[src/sv/pvalu_pkg.sv]
`timescale 1ns / 1ps
// pvalu_pkg: shared types and constants for the packed int8 vector alu
// no dependencies; imported by every module of the block
package pvalu_pkg;

    localparam int BYTE_W        = 8;
    localparam int WORD_W        = 32;
    localparam int WORD_BYTES    = WORD_W / BYTE_W;
    localparam int OPCODE_W      = 3;
    localparam int SHAMT_W       = 3;
    localparam int DEFAULT_LANES = 4;
    localparam int IN_FIELDS_W   = 2 * WORD_W + SHAMT_W;
    localparam int IN_TDATA_W    = ((IN_FIELDS_W + BYTE_W - 1) / BYTE_W) * BYTE_W;

    typedef enum logic [OPCODE_W-1:0] {
        OP_MUL  = 3'd0,
        OP_ACC  = 3'd1,
        OP_MAXR = 3'd2,
        OP_MINR = 3'd3,
        OP_LMAX = 3'd4,
        OP_SHR  = 3'd5
    } t_opcode;

    typedef struct packed {
        t_opcode              op;
        logic [SHAMT_W-1:0]   shamt;
    } t_lane_ctrl;

endpackage

[src/sv/pvalu_lane.sv]
`timescale 1ns / 1ps
// pvalu_lane: one signed 8-bit lane for multiply, lane max and shift right
// depends on pvalu_pkg
module pvalu_lane (
    input  pvalu_pkg::t_lane_ctrl          i_ctrl,
    input  logic [pvalu_pkg::BYTE_W-1:0]   i_a,
    input  logic [pvalu_pkg::BYTE_W-1:0]   i_b,
    output logic [pvalu_pkg::BYTE_W-1:0]   o_y
);
    import pvalu_pkg::*;

    logic signed [BYTE_W-1:0]   w_a;
    logic signed [BYTE_W-1:0]   w_b;
    logic [BYTE_W-1:0]          w_prod;

    assign w_a    = $signed(i_a);
    assign w_b    = $signed(i_b);
    // low byte of the product is the same for signed and unsigned operands
    assign w_prod = i_a * i_b;

    always_comb begin
        case (i_ctrl.op)
            OP_MUL:  o_y = w_prod[BYTE_W-1:0];
            OP_LMAX: o_y = (w_a > w_b) ? i_a : i_b;
            OP_SHR:  o_y = w_a >>> i_ctrl.shamt;
            default: o_y = '0;
        endcase
    end

endmodule

[src/sv/pvalu_reduce.sv]
`timescale 1ns / 1ps
// pvalu_reduce: sum, max and min over the lanes of one vector, sign-extended
// depends on pvalu_pkg
module pvalu_reduce #(
    parameter int LANES = pvalu_pkg::DEFAULT_LANES
) (
    input  pvalu_pkg::t_opcode             i_op,
    input  logic [pvalu_pkg::WORD_W-1:0]   i_vector,
    output logic [pvalu_pkg::WORD_W-1:0]   o_scalar
);
    import pvalu_pkg::*;

    localparam int WORD_LANES = (LANES < WORD_BYTES) ? LANES : WORD_BYTES;
    localparam bit HAS_PAD    = (LANES > WORD_BYTES);
    localparam int SUM_W      = BYTE_W + 3;

    logic signed [BYTE_W-1:0]   w_v;
    logic signed [BYTE_W-1:0]   w_max;
    logic signed [BYTE_W-1:0]   w_min;
    logic signed [SUM_W-1:0]    w_sum;

    always_comb begin
        w_max = $signed(i_vector[BYTE_W-1:0]);
        w_min = $signed(i_vector[BYTE_W-1:0]);
        w_sum = '0;
        w_v   = '0;
        for (int p = 0; p < WORD_LANES; p++) begin
            w_v   = $signed(i_vector[p*BYTE_W +: BYTE_W]);
            w_sum = w_sum + $signed({{(SUM_W-BYTE_W){w_v[BYTE_W-1]}}, w_v});
            if (w_v > w_max) begin
                w_max = w_v;
            end
            if (w_v < w_min) begin
                w_min = w_v;
            end
        end
        // lanes outside the word count as zero
        if (HAS_PAD) begin
            if (w_max[BYTE_W-1]) begin
                w_max = '0;
            end
            if (!w_min[BYTE_W-1]) begin
                w_min = '0;
            end
        end
        case (i_op)
            OP_ACC:  o_scalar = {{(WORD_W-SUM_W){w_sum[SUM_W-1]}}, w_sum};
            OP_MAXR: o_scalar = {{(WORD_W-BYTE_W){w_max[BYTE_W-1]}}, w_max};
            OP_MINR: o_scalar = {{(WORD_W-BYTE_W){w_min[BYTE_W-1]}}, w_min};
            default: o_scalar = '0;
        endcase
    end

endmodule

[src/sv/packed_int8_vector_alu.sv]
`timescale 1ns / 1ps
// packed_int8_vector_alu: packed signed 8-bit simd alu, top level
// depends on pvalu_pkg, pvalu_lane, pvalu_reduce
//
// channel   dir  tdata (low bit up)                         tuser
// s_axis    in   vector_a[31:0] vector_b[63:32]             opcode[2:0]
//                shift_amount[66:64] zero[71:67]
// m_axis    out  result[31:0]                               -
//
// an input transaction passes through the input register, then the result register
// one transaction per cycle sustained while m_axis accepts; the lane and reduce logic sits between the two
// synchronous active-low reset clears both valid flags
// a stall on m_axis holds the result register, then backs up into the input register
module packed_int8_vector_alu #(
    parameter int LANES = pvalu_pkg::DEFAULT_LANES
) (
    input  logic                                  i_clk,
    input  logic                                  i_rst_n,
    input  logic                                  i_s_axis_tvalid,
    output logic                                  o_s_axis_tready,
    // vector_a, vector_b, shift_amount, zero pad
    input  logic [pvalu_pkg::IN_TDATA_W-1:0]      i_s_axis_tdata,
    // opcode
    input  logic [pvalu_pkg::OPCODE_W-1:0]        i_s_axis_tuser,
    output logic                                  o_m_axis_tvalid,
    input  logic                                  i_m_axis_tready,
    // result
    output logic [pvalu_pkg::WORD_W-1:0]          o_m_axis_tdata
);
    import pvalu_pkg::*;

    logic                   r_s1_valid;
    logic                   n_s1_valid;
    t_opcode                r_s1_op;
    logic [WORD_W-1:0]      r_s1_a;
    logic [WORD_W-1:0]      r_s1_b;
    logic [SHAMT_W-1:0]     r_s1_sh;
    logic                   r_out_valid;
    logic                   n_out_valid;
    logic [WORD_W-1:0]      r_out_data;
    logic [WORD_W-1:0]      n_result;
    logic                   w_s1_ready;
    logic                   w_in_fire;
    logic                   w_s1_fire;
    t_lane_ctrl             w_ctrl;
    logic [WORD_W-1:0]      w_packed;
    logic [WORD_W-1:0]      w_scalar;

    assign w_s1_ready      = !r_out_valid || i_m_axis_tready;
    assign o_s_axis_tready = !r_s1_valid || w_s1_ready;
    assign w_in_fire       = i_s_axis_tvalid && o_s_axis_tready;
    assign w_s1_fire       = r_s1_valid && w_s1_ready;
    assign n_s1_valid      = w_in_fire || (r_s1_valid && !w_s1_ready);
    assign n_out_valid     = w_s1_fire || (r_out_valid && !i_m_axis_tready);

    always_ff @(posedge i_clk) begin
        if (!i_rst_n) begin
            r_s1_valid  <= 1'b0;
            r_out_valid <= 1'b0;
        end else begin
            r_s1_valid  <= n_s1_valid;
            r_out_valid <= n_out_valid;
        end
    end

    always_ff @(posedge i_clk) begin
        if (w_in_fire) begin
            r_s1_op <= t_opcode'(i_s_axis_tuser);
            r_s1_a  <= i_s_axis_tdata[WORD_W-1:0];
            r_s1_b  <= i_s_axis_tdata[2*WORD_W-1:WORD_W];
            r_s1_sh <= i_s_axis_tdata[2*WORD_W +: SHAMT_W];
        end
        if (w_s1_fire) begin
            r_out_data <= n_result;
        end
    end

    assign w_ctrl.op    = r_s1_op;
    assign w_ctrl.shamt = r_s1_sh;

    // byte position p holds lane p
    for (genvar p = 0; p < WORD_BYTES; p++) begin : g_lane
        if (p < LANES) begin : g_used
            pvalu_lane u_lane (
                .i_ctrl (w_ctrl),
                .i_a    (r_s1_a[p*BYTE_W +: BYTE_W]),
                .i_b    (r_s1_b[p*BYTE_W +: BYTE_W]),
                .o_y    (w_packed[p*BYTE_W +: BYTE_W])
            );
        end else begin : g_unused
            assign w_packed[p*BYTE_W +: BYTE_W] = '0;
        end
    end

    pvalu_reduce #(
        .LANES (LANES)
    ) u_reduce (
        .i_op     (r_s1_op),
        .i_vector (r_s1_a),
        .o_scalar (w_scalar)
    );

    always_comb begin
        case (r_s1_op)
            OP_MUL, OP_LMAX, OP_SHR: n_result = w_packed;
            OP_ACC, OP_MAXR, OP_MINR: n_result = w_scalar;
            default: n_result = '0;
        endcase
    end

    assign o_m_axis_tvalid = r_out_valid;
    assign o_m_axis_tdata  = r_out_data;

`ifndef ASSERT_OFF
    a_in_to_s1: assert property (@(posedge i_clk) disable iff (!i_rst_n)
        w_in_fire |=> r_s1_valid)
        else $error("accepted transaction did not reach the input register");

    a_s1_to_out: assert property (@(posedge i_clk) disable iff (!i_rst_n)
        w_s1_fire |=> o_m_axis_tvalid)
        else $error("result register did not load");

    a_out_hold: assert property (@(posedge i_clk) disable iff (!i_rst_n)
        r_s1_valid && !w_s1_ready |=> r_s1_valid && $stable(r_s1_a) && $stable(r_s1_op))
        else $error("input register lost a stalled transaction");

    a_minmax_ext: assert property (@(posedge i_clk) disable iff (!i_rst_n)
        r_s1_valid && (r_s1_op == OP_MAXR || r_s1_op == OP_MINR)
        |-> (n_result[WORD_W-1:BYTE_W-1] == '0 || n_result[WORD_W-1:BYTE_W-1] == '1))
        else $error("reduction result is not sign extended");

    a_bad_op_zero: assert property (@(posedge i_clk) disable iff (!i_rst_n)
        r_s1_valid && r_s1_op != OP_MUL && r_s1_op != OP_ACC && r_s1_op != OP_MAXR
        && r_s1_op != OP_MINR && r_s1_op != OP_LMAX && r_s1_op != OP_SHR
        |-> n_result == '0)
        else $error("unused opcode gave a nonzero result");
`endif

endmodule
[config.mk]
export PLATFORM = sky130hd
export DESIGN_NAME = packed_int8_vector_alu
export DESIGN_NICKNAME = d
export VERILOG_FILES = /design/src/sv/pvalu_pkg.sv /design/src/sv/pvalu_lane.sv /design/src/sv/pvalu_reduce.sv /design/src/sv/packed_int8_vector_alu.sv
export SDC_FILE = /design/constraint.sdc
export NUM_CORES = 1
export LEC_CHECK = 0
export BUFFER_PORTS_ARGS = -buffer_cell sky130_fd_sc_hd__buf_2
export CAP_MARGIN = 20
export CELL_PAD_IN_SITES_DETAIL_PLACEMENT = 1
export CELL_PAD_IN_SITES_GLOBAL_PLACEMENT = 2
export CORE_ASPECT_RATIO = 0.75
export CORE_UTILIZATION = 39
export CTS_CLUSTER_SIZE = 16
export DETAILED_ROUTE_END_ITERATION = 12
export HOLD_SLACK_MARGIN = 0.12
export PLACE_DENSITY = 0.88
export SLEW_MARGIN = 20
export SYNTH_ARGS = -nofsm -noshare
export SYNTH_HDL_FRONTEND = slang
export SYNTH_SLANG_ARGS = --single-unit
[constraint.sdc]
create_clock -name i_clk -period 7.5 [get_ports i_clk]
set_input_delay 0.375 -clock i_clk [delete_from_list [all_inputs] [get_ports i_clk]]
set_output_delay 0.375 -clock i_clk [all_outputs]
set_load 0.005 [all_outputs]
### Word-level counts from Yosys, hierarchy flattened

Cells that the tools add are included.

| operators by class | value |
|---|---|
| $add $sub $neg | 3 |
| multiply operators | 4 |
| $lt $le $gt $ge | 10 |
| equality and inequality tests | 5 |
| shifts and indexed selects | 4 |
| muxes and demuxes | 16 |
| reduce and logical (&&, ||, !) cells | 15 |

Operators by type and width:

| kind | number |
|---|---|
| $pmux 32 s3 | 1 |
| $pmux 8 s3 | 4 |
| $mux 8 | 10 |
| $pmux 32 s2 | 1 |
| $gt 8x8->1 | 7 |
| $mul 8x8->8 | 4 |
| $sshr 8x3->8 | 4 |
| $lt 8x8->1 | 3 |
| $add 11x8->11 | 1 |
| $add 9x8->10 | 1 |
| $add 8x8->9 | 1 |
| $eq 3x2->1 const B | 2 |
| $eq 3x3->1 const B | 2 |
| $reduce_or 3->1 | 2 |
| $logic_and 1x1->1 | 4 |
| $logic_not 1->1 | 4 |
| $logic_or 1x1->1 | 4 |
| $eq 3x1->1 const B | 1 |
| $logic_not 3->1 | 1 |

| word-level totals | value |
|---|---|
| register bits after elaboration | 104 |
| input bits | 79 |
| output and inout port bits | 34 |
| word-level logic and storage cells | 64 |

### Longest topological paths before layout

| depth | value |
|---|---|
| depth in word-level cells | 8 |
| mapped depth | 32 |
| mapped depth without buffers | 28 |

### By module

Synthesis repeated with hierarchy kept, for this count alone.

| second synthesis, totals | value |
|---|---|
| cells, all modules | 1,285 |
| area total of the unflattened synthesis | 12,604.6 µm² |

Modules (own cells, without submodules):

| module | instances | cells an instance | area each (µm²) | seq. area each (µm²) |
|---|---|---|---|---|
| packed_int8_vector_alu | 1 | 155 | 3,539.6 | 3,103.0 |
| pvalu_reduce | 1 | 300 | 2,497.4 | 0.0 |
| pvalu_lane (g_lane[1].g_used.u_lane) | 1 | 215 | 1,680.4 | 0.0 |
| pvalu_lane (g_lane[0].g_used.u_lane) | 1 | 211 | 1,679.1 | 0.0 |
| pvalu_lane (g_lane[3].g_used.u_lane) | 1 | 202 | 1,605.3 | 0.0 |
| pvalu_lane (g_lane[2].g_used.u_lane) | 1 | 202 | 1,602.8 | 0.0 |

### Worst setup path before layout

OpenSTA, ideal clock, no wires.

| timing path | value |
|---|---|
| path kind | register to register |
| start | reg r_s1_a[7] |
| end | reg r_out_data[22] (netlist: o_m_axis_tdata[22]), data pin |
| setup time | 0.158 ns |
| data arrival time | 5.856 ns |
| data required time | 7.342 ns |
| slack | 1.487 ns |
| stages on the path, launching flop included | 31 |
| buffers on the path | 5 |
| clock period less this slack | 6.013 ns |
| cell sequence | edfxtp_1 clkbuf_1 inv_1 ha_1 nand4_1 a21oi_1 o22a_1 buf_6 mux2i_1 ha_1 nor2b_1 nor3_1 o21ai_0 a311oi_1 o22a_1 clkbuf_1 clkbuf_1 nor2_1 a21oi_1 inv_1 ha_1 nand2b_1 a21oi_1 o41ai_1 a21o_1 o21ai_0 nor4b_2 o211a_1 a2111oi_4 buf_6 o211ai_1 |

| on the way | value |
|---|---|
| cells in the longest elaborated chain, start to end | 8 |
| elaborated cells on any way between the ends | 17 |
| classes of those cells | add/sub (3); order compare (6); mux (8) |

Ends and longest elaborated chain:

| what | RTL line | text |
|---|---|---|
| start, declared | packed_int8_vector_alu.sv:35 | `logic [WORD_W-1:0] r_s1_a;` |
| start signal, assigned | packed_int8_vector_alu.sv:69 | `r_s1_a <= i_s_axis_tdata[WORD_W-1:0];` |
| $lt 8x8->1 / $gt 8x8->1 (equally long branches) | pvalu_reduce.sv:33, pvalu_reduce.sv:30 |  |
| $mux 8, on equally long branches | pvalu_reduce.sv:33, pvalu_reduce.sv:30 |  |
| $lt 8x8->1 / $gt 8x8->1 (equally long branches) | pvalu_reduce.sv:33, pvalu_reduce.sv:30 |  |
| $mux 8, on equally long branches | pvalu_reduce.sv:33, pvalu_reduce.sv:30 |  |
| $lt 8x8->1 / $gt 8x8->1 (equally long branches) | pvalu_reduce.sv:33, pvalu_reduce.sv:30 |  |
| $mux 8, on equally long branches | pvalu_reduce.sv:33, pvalu_reduce.sv:30 |  |
| $pmux 32 s3 * | pvalu_reduce.sv:46 | `case (i_op)` |
| $pmux 32 s2 * | packed_int8_vector_alu.sv:104 | `case (r_s1_op)` |
| named net n_result[22] | packed_int8_vector_alu.sv:41 | `logic [WORD_W-1:0] n_result;` |
| end signal, assigned | packed_int8_vector_alu.sv:74 | `r_out_data <= n_result;` |
| end, declared | packed_int8_vector_alu.sv:40 | `logic [WORD_W-1:0] r_out_data;` |

The timed path passes the listed nets; every way through them passes the cells marked *.
A chain may end at the register's enable or synchronous reset.

### Worst setup path after layout

| timing path | value |
|---|---|
| start | reg r_s1_a[7] |
| end | reg r_out_data[14] (netlist: o_m_axis_tdata[14]), data pin |

Same word-level chain as after synthesis.

==> results.cfg <==
[sta]
rsz0062_at_grt = false
final.period_utilization_pct = 91.9
fmaxAchievable_mhz = 145
maxSlewViolCount = 0
fin_tns_setup_ns = 0
final-setup-viol-count = 0
setup_slack_ns = 0.608
timing_hold_violations_final = 0
timing_worst_slew_pin_value_ns = 1.02
final.setup_skew_ns = 0.0146
fin_crit_ns = 6.89
max_slew_margin_pct = 31.8

[layout]
drive_gt1_share_pct = 14.7
diodes = 0
layout_common_cells = sky130_fd_sc_hd__ha_1, sky130_fd_sc_hd__inv_1, sky130_fd_sc_hd__buf_2
layout-area-overhead-vs-synth_pct = 12.4
postLayoutCellArea_um2 = 13200
layout.cells.non_filler = 1743
design.final.nets = 1651
layout.cells.most_common = sky130_fd_sc_hd__ha_1

[run_status]
run_status = finished, final reports clean

[critical_path]
critPathLaunchType = flip-flop
rr_startpoint = r_s1_a[7]$_DFFE_PP_
timing.critical_path.to_type = flip-flop
crit-reg2reg-capture = o_m_axis_tdata[14]$_DFFE_PP_
critical_path.max_fanout = 22
critical_path_arrival_ns = 6.99
worst_ep_required_time_ns = 7.60
reg2regPathDepth = 24
critical_path_class = flip-flop to flip-flop
worst-r2r-setup-slack_ns = 0.61

[detailed_routing]
drt_wl_total_mm = 36.9
route.vias.total = 9655
detailed_routing_iteration_count_for_the_pre_antenna_repair_pass = 6
drtIter0Drc = 633
routed_length_per_instance_um = 21.2
route.detailed.drc = 0
drt.antenna.violating_nets = 0
vias_per_cell = 5.54

[clock_network]
clock_tree_from_tritoncts = yes
clock_tree.root_cell = sky130_fd_sc_hd__clkbuf_16
cts_made_buffers = 9
cts.path.max_buffers = 2
sinks_on_clock_net = 104
post_cts.repair.setup_buffers = 0
cts_max_level = 3
post_cts_resize_count = 0
skew_pair_late_insertion_delay_ns = 0.39
clkSlewWorstSetupHoldPaths_ns = 0.08
cts.hold.buffers_added = 0

[worst_hold_path]
hold_start = i_s_axis_tdata[33]
hp-class = primary input to flip-flop
worst_hold_path.endpoint = r_s1_b[1]$_DFFE_PP_
hold-path-cell-count = 1

[synth]
synth_seq_cells = 104
avgSynthCellArea_um2 = 9.54
cell_count_after_synthesis = 1231
synth_flop_cell = sky130_fd_sc_hd__edfxtp_1
count_of_flip_flops_with_a_built_in_enable_after_synthesis = 102
synth_nets = 1536
synthesis.yosys.warnings = 0
postSynth.asyncResetShare_pct = 0
synth_cell_type_count = 65
mappedNetlistArea_um2 = 11700
yosysSeqAreaShare_pct = 26.4

[pwr]
power_density_nw_per_um2 = 189
irDropWorstVdd_mv = 0.117
leakage_nw = 6.17

[place]
dpl.cell_count = 1725
number_of_buffers_added_on_ports = 107
detailed_place_hpwl_mm = 28.3
routabilityCongestion = 0.910
placed_cell_area_um2 = 12900
pre_cts_ws_ns = 0.726

[floorplanning]
io-pin-count = 113
fp.coreArea_um2 = 29300
fp.dieArea_um2 = 30800
rows = 54
die_x_um = 202
start_util_pct = 40.1
die-height_um = 152

[global_routing]
antenna_found_initial = 1
gr-total-overflow = 0
grt_util_all_layers_pct = 24.7
grt_pass1_vias = 10300
grt_start_max_net_pins = 71
grt_pass1_wl_mm = 58.2

[run]
drv.max_cap_violation_count = 0
==> synth_stat cells (14+ instances only) <==
master | instances | area share, %
sky130_fd_sc_hd__o21ai_0 | 77 | 3.3
sky130_fd_sc_hd__a222oi_1 | 19 | 1.6
sky130_fd_sc_hd__edfxtp_1 | 102 | 26
sky130_fd_sc_hd__and2_1 | 52 | 2.8
sky130_fd_sc_hd__fa_1 | 58 | 9.9
sky130_fd_sc_hd__nand2_1 | 106 | 3.4
sky130_fd_sc_hd__nand2b_1 | 23 | 1.2
sky130_fd_sc_hd__mux2i_1 | 55 | 4.7
sky130_fd_sc_hd__a21oi_1 | 47 | 2.0
sky130_fd_sc_hd__nor3_1 | 14 | 0.60
sky130_fd_sc_hd__nor2_1 | 78 | 2.5
sky130_fd_sc_hd__ha_1 | 168 | 18
sky130_fd_sc_hd__xnor2_1 | 61 | 4.5
sky130_fd_sc_hd__clkbuf_1 | 30 | 0.96
sky130_fd_sc_hd__inv_1 | 145 | 4.6
sky130_fd_sc_hd__mux2_2 | 28 | 2.7
sky130_fd_sc_hd__a21o_1 | 14 | 0.89
sky130_fd_sc_hd__xor2_1 | 17 | 1.3
==> flip-flops by register name (all words and copies together), names as in the netlist <==
| name | count |
|---|---|
| o_m_axis_tdata | 32 |
| o_m_axis_tvalid | 1 |
| r_s1_a | 32 |
| r_s1_b | 32 |
| r_s1_op | 3 |
| r_s1_sh | 3 |
| r_s1_valid | 1 |
==> cell type report <==
class / instances / area [um^2]
Inverter: 148 / 556
Timing Repair Buffer: 143 / 823
Clock inverter: 6 / 57.6
Multi-Input combinational cell: 940 / 7940
Fill cell: 3409 / 16100
Tap cell: 392 / 490
Clock buffer: 10 / 229
Sequential cell: 104 / 3100
==> cells by family after synthesis <==
| logic type | share of synthesized area (%) |
|---|---|
| adders and majority gates | 27.8 |
| AOI/OAI and AO/OA | 13.0 |
| DFF | 26.4 |
| and+or+nand+nor | 13.3 |
| xor gates and xnor gates | 5.82 |
| buffers and inverters | 6.14 |
| muxes | 7.56 |
==> metrics by stage <==
step	hold WS [ns]	total power, mW	utilization (%)
final	0.154	2.49	45.0
after global placement	0.513	1.95	43.9
after detailed placement	0.515	2.00	43.9
after floorplan	0.474	1.64	-
after CTS	0.129	2.51	44.9
after global routing	0.143	2.67	45.0
==> worst max-delay path, cell delays in order, from the launching register on <==
cell and delay [ns]:
sky130_fd_sc_hd__edfxtp_1 0.38, sky130_fd_sc_hd__inv_1 0.07, sky130_fd_sc_hd__ha_1 0.43, sky130_fd_sc_hd__nand4_1 0.24, sky130_fd_sc_hd__a21oi_1 0.30, sky130_fd_sc_hd__o22a_1 0.58
sky130_fd_sc_hd__mux2i_1 0.34, sky130_fd_sc_hd__ha_1 0.28, sky130_fd_sc_hd__nor2b_1 0.14, sky130_fd_sc_hd__nor3_1 0.14, sky130_fd_sc_hd__o21ai_0 0.14, sky130_fd_sc_hd__a311oi_1 0.32
sky130_fd_sc_hd__o22a_1 0.58, sky130_fd_sc_hd__o21ai_0 0.27, sky130_fd_sc_hd__ha_1 0.35, sky130_fd_sc_hd__o21ai_0 0.17, sky130_fd_sc_hd__a21oi_1 0.06, sky130_fd_sc_hd__o41ai_1 0.39
sky130_fd_sc_hd__o211ai_1 0.17, sky130_fd_sc_hd__a31oi_1 0.19, sky130_fd_sc_hd__o21ai_1 0.13, sky130_fd_sc_hd__and2_1 0.21, sky130_fd_sc_hd__a2111oi_4 0.19, sky130_fd_sc_hd__buf_4 0.35
sky130_fd_sc_hd__o211ai_1 0.17
==> power by group <==
part / total, mW / internal (mW) / switching, mW
clock: 0.491 / 0.235 / 0.256
combinational: 1.25 / 0.535 / 0.715
sequential: 0.749 / 0.704 / 0.0455
total: 2.49 / 1.47 / 1.02
==> metal layers <==
| layer | track usage (%) | wire (um) | up-vias |
|---|---|---|---|
| met5 | 0 | 13 | - |
| met4 | 6.98 | 712 | 2 |
| met3 | 4.56 | 2010 | 45 |
| met2 | 39.2 | 16900 | 255 |
| met1 | 34.2 | 17300 | 4808 |
| li1 | - | - | 4545 |
==> how the worst max path moves through the flow <==
| stage | from | end | slack (ns) |
|---|---|---|---|
| after floorplan | r_s1_a[7]$_DFFE_PP_ | o_m_axis_tdata[22]$_DFFE_PP_ | 1.49 |
| after global placement | r_s1_a[0]$_DFFE_PP_ | o_m_axis_tdata[14]$_DFFE_PP_ | 0.97 |
| after detailed placement | r_s1_a[7]$_DFFE_PP_ | o_m_axis_tdata[14]$_DFFE_PP_ | 0.73 |
| after CTS | r_s1_a[7]$_DFFE_PP_ | o_m_axis_tdata[14]$_DFFE_PP_ | 0.69 |
| after global routing | r_s1_a[7]$_DFFE_PP_ | o_m_axis_tdata[23]$_DFFE_PP_ | 0.02 |
| final | r_s1_a[7]$_DFFE_PP_ | o_m_axis_tdata[14]$_DFFE_PP_ | 0.61 |
(Power assumes the default switching activity.)
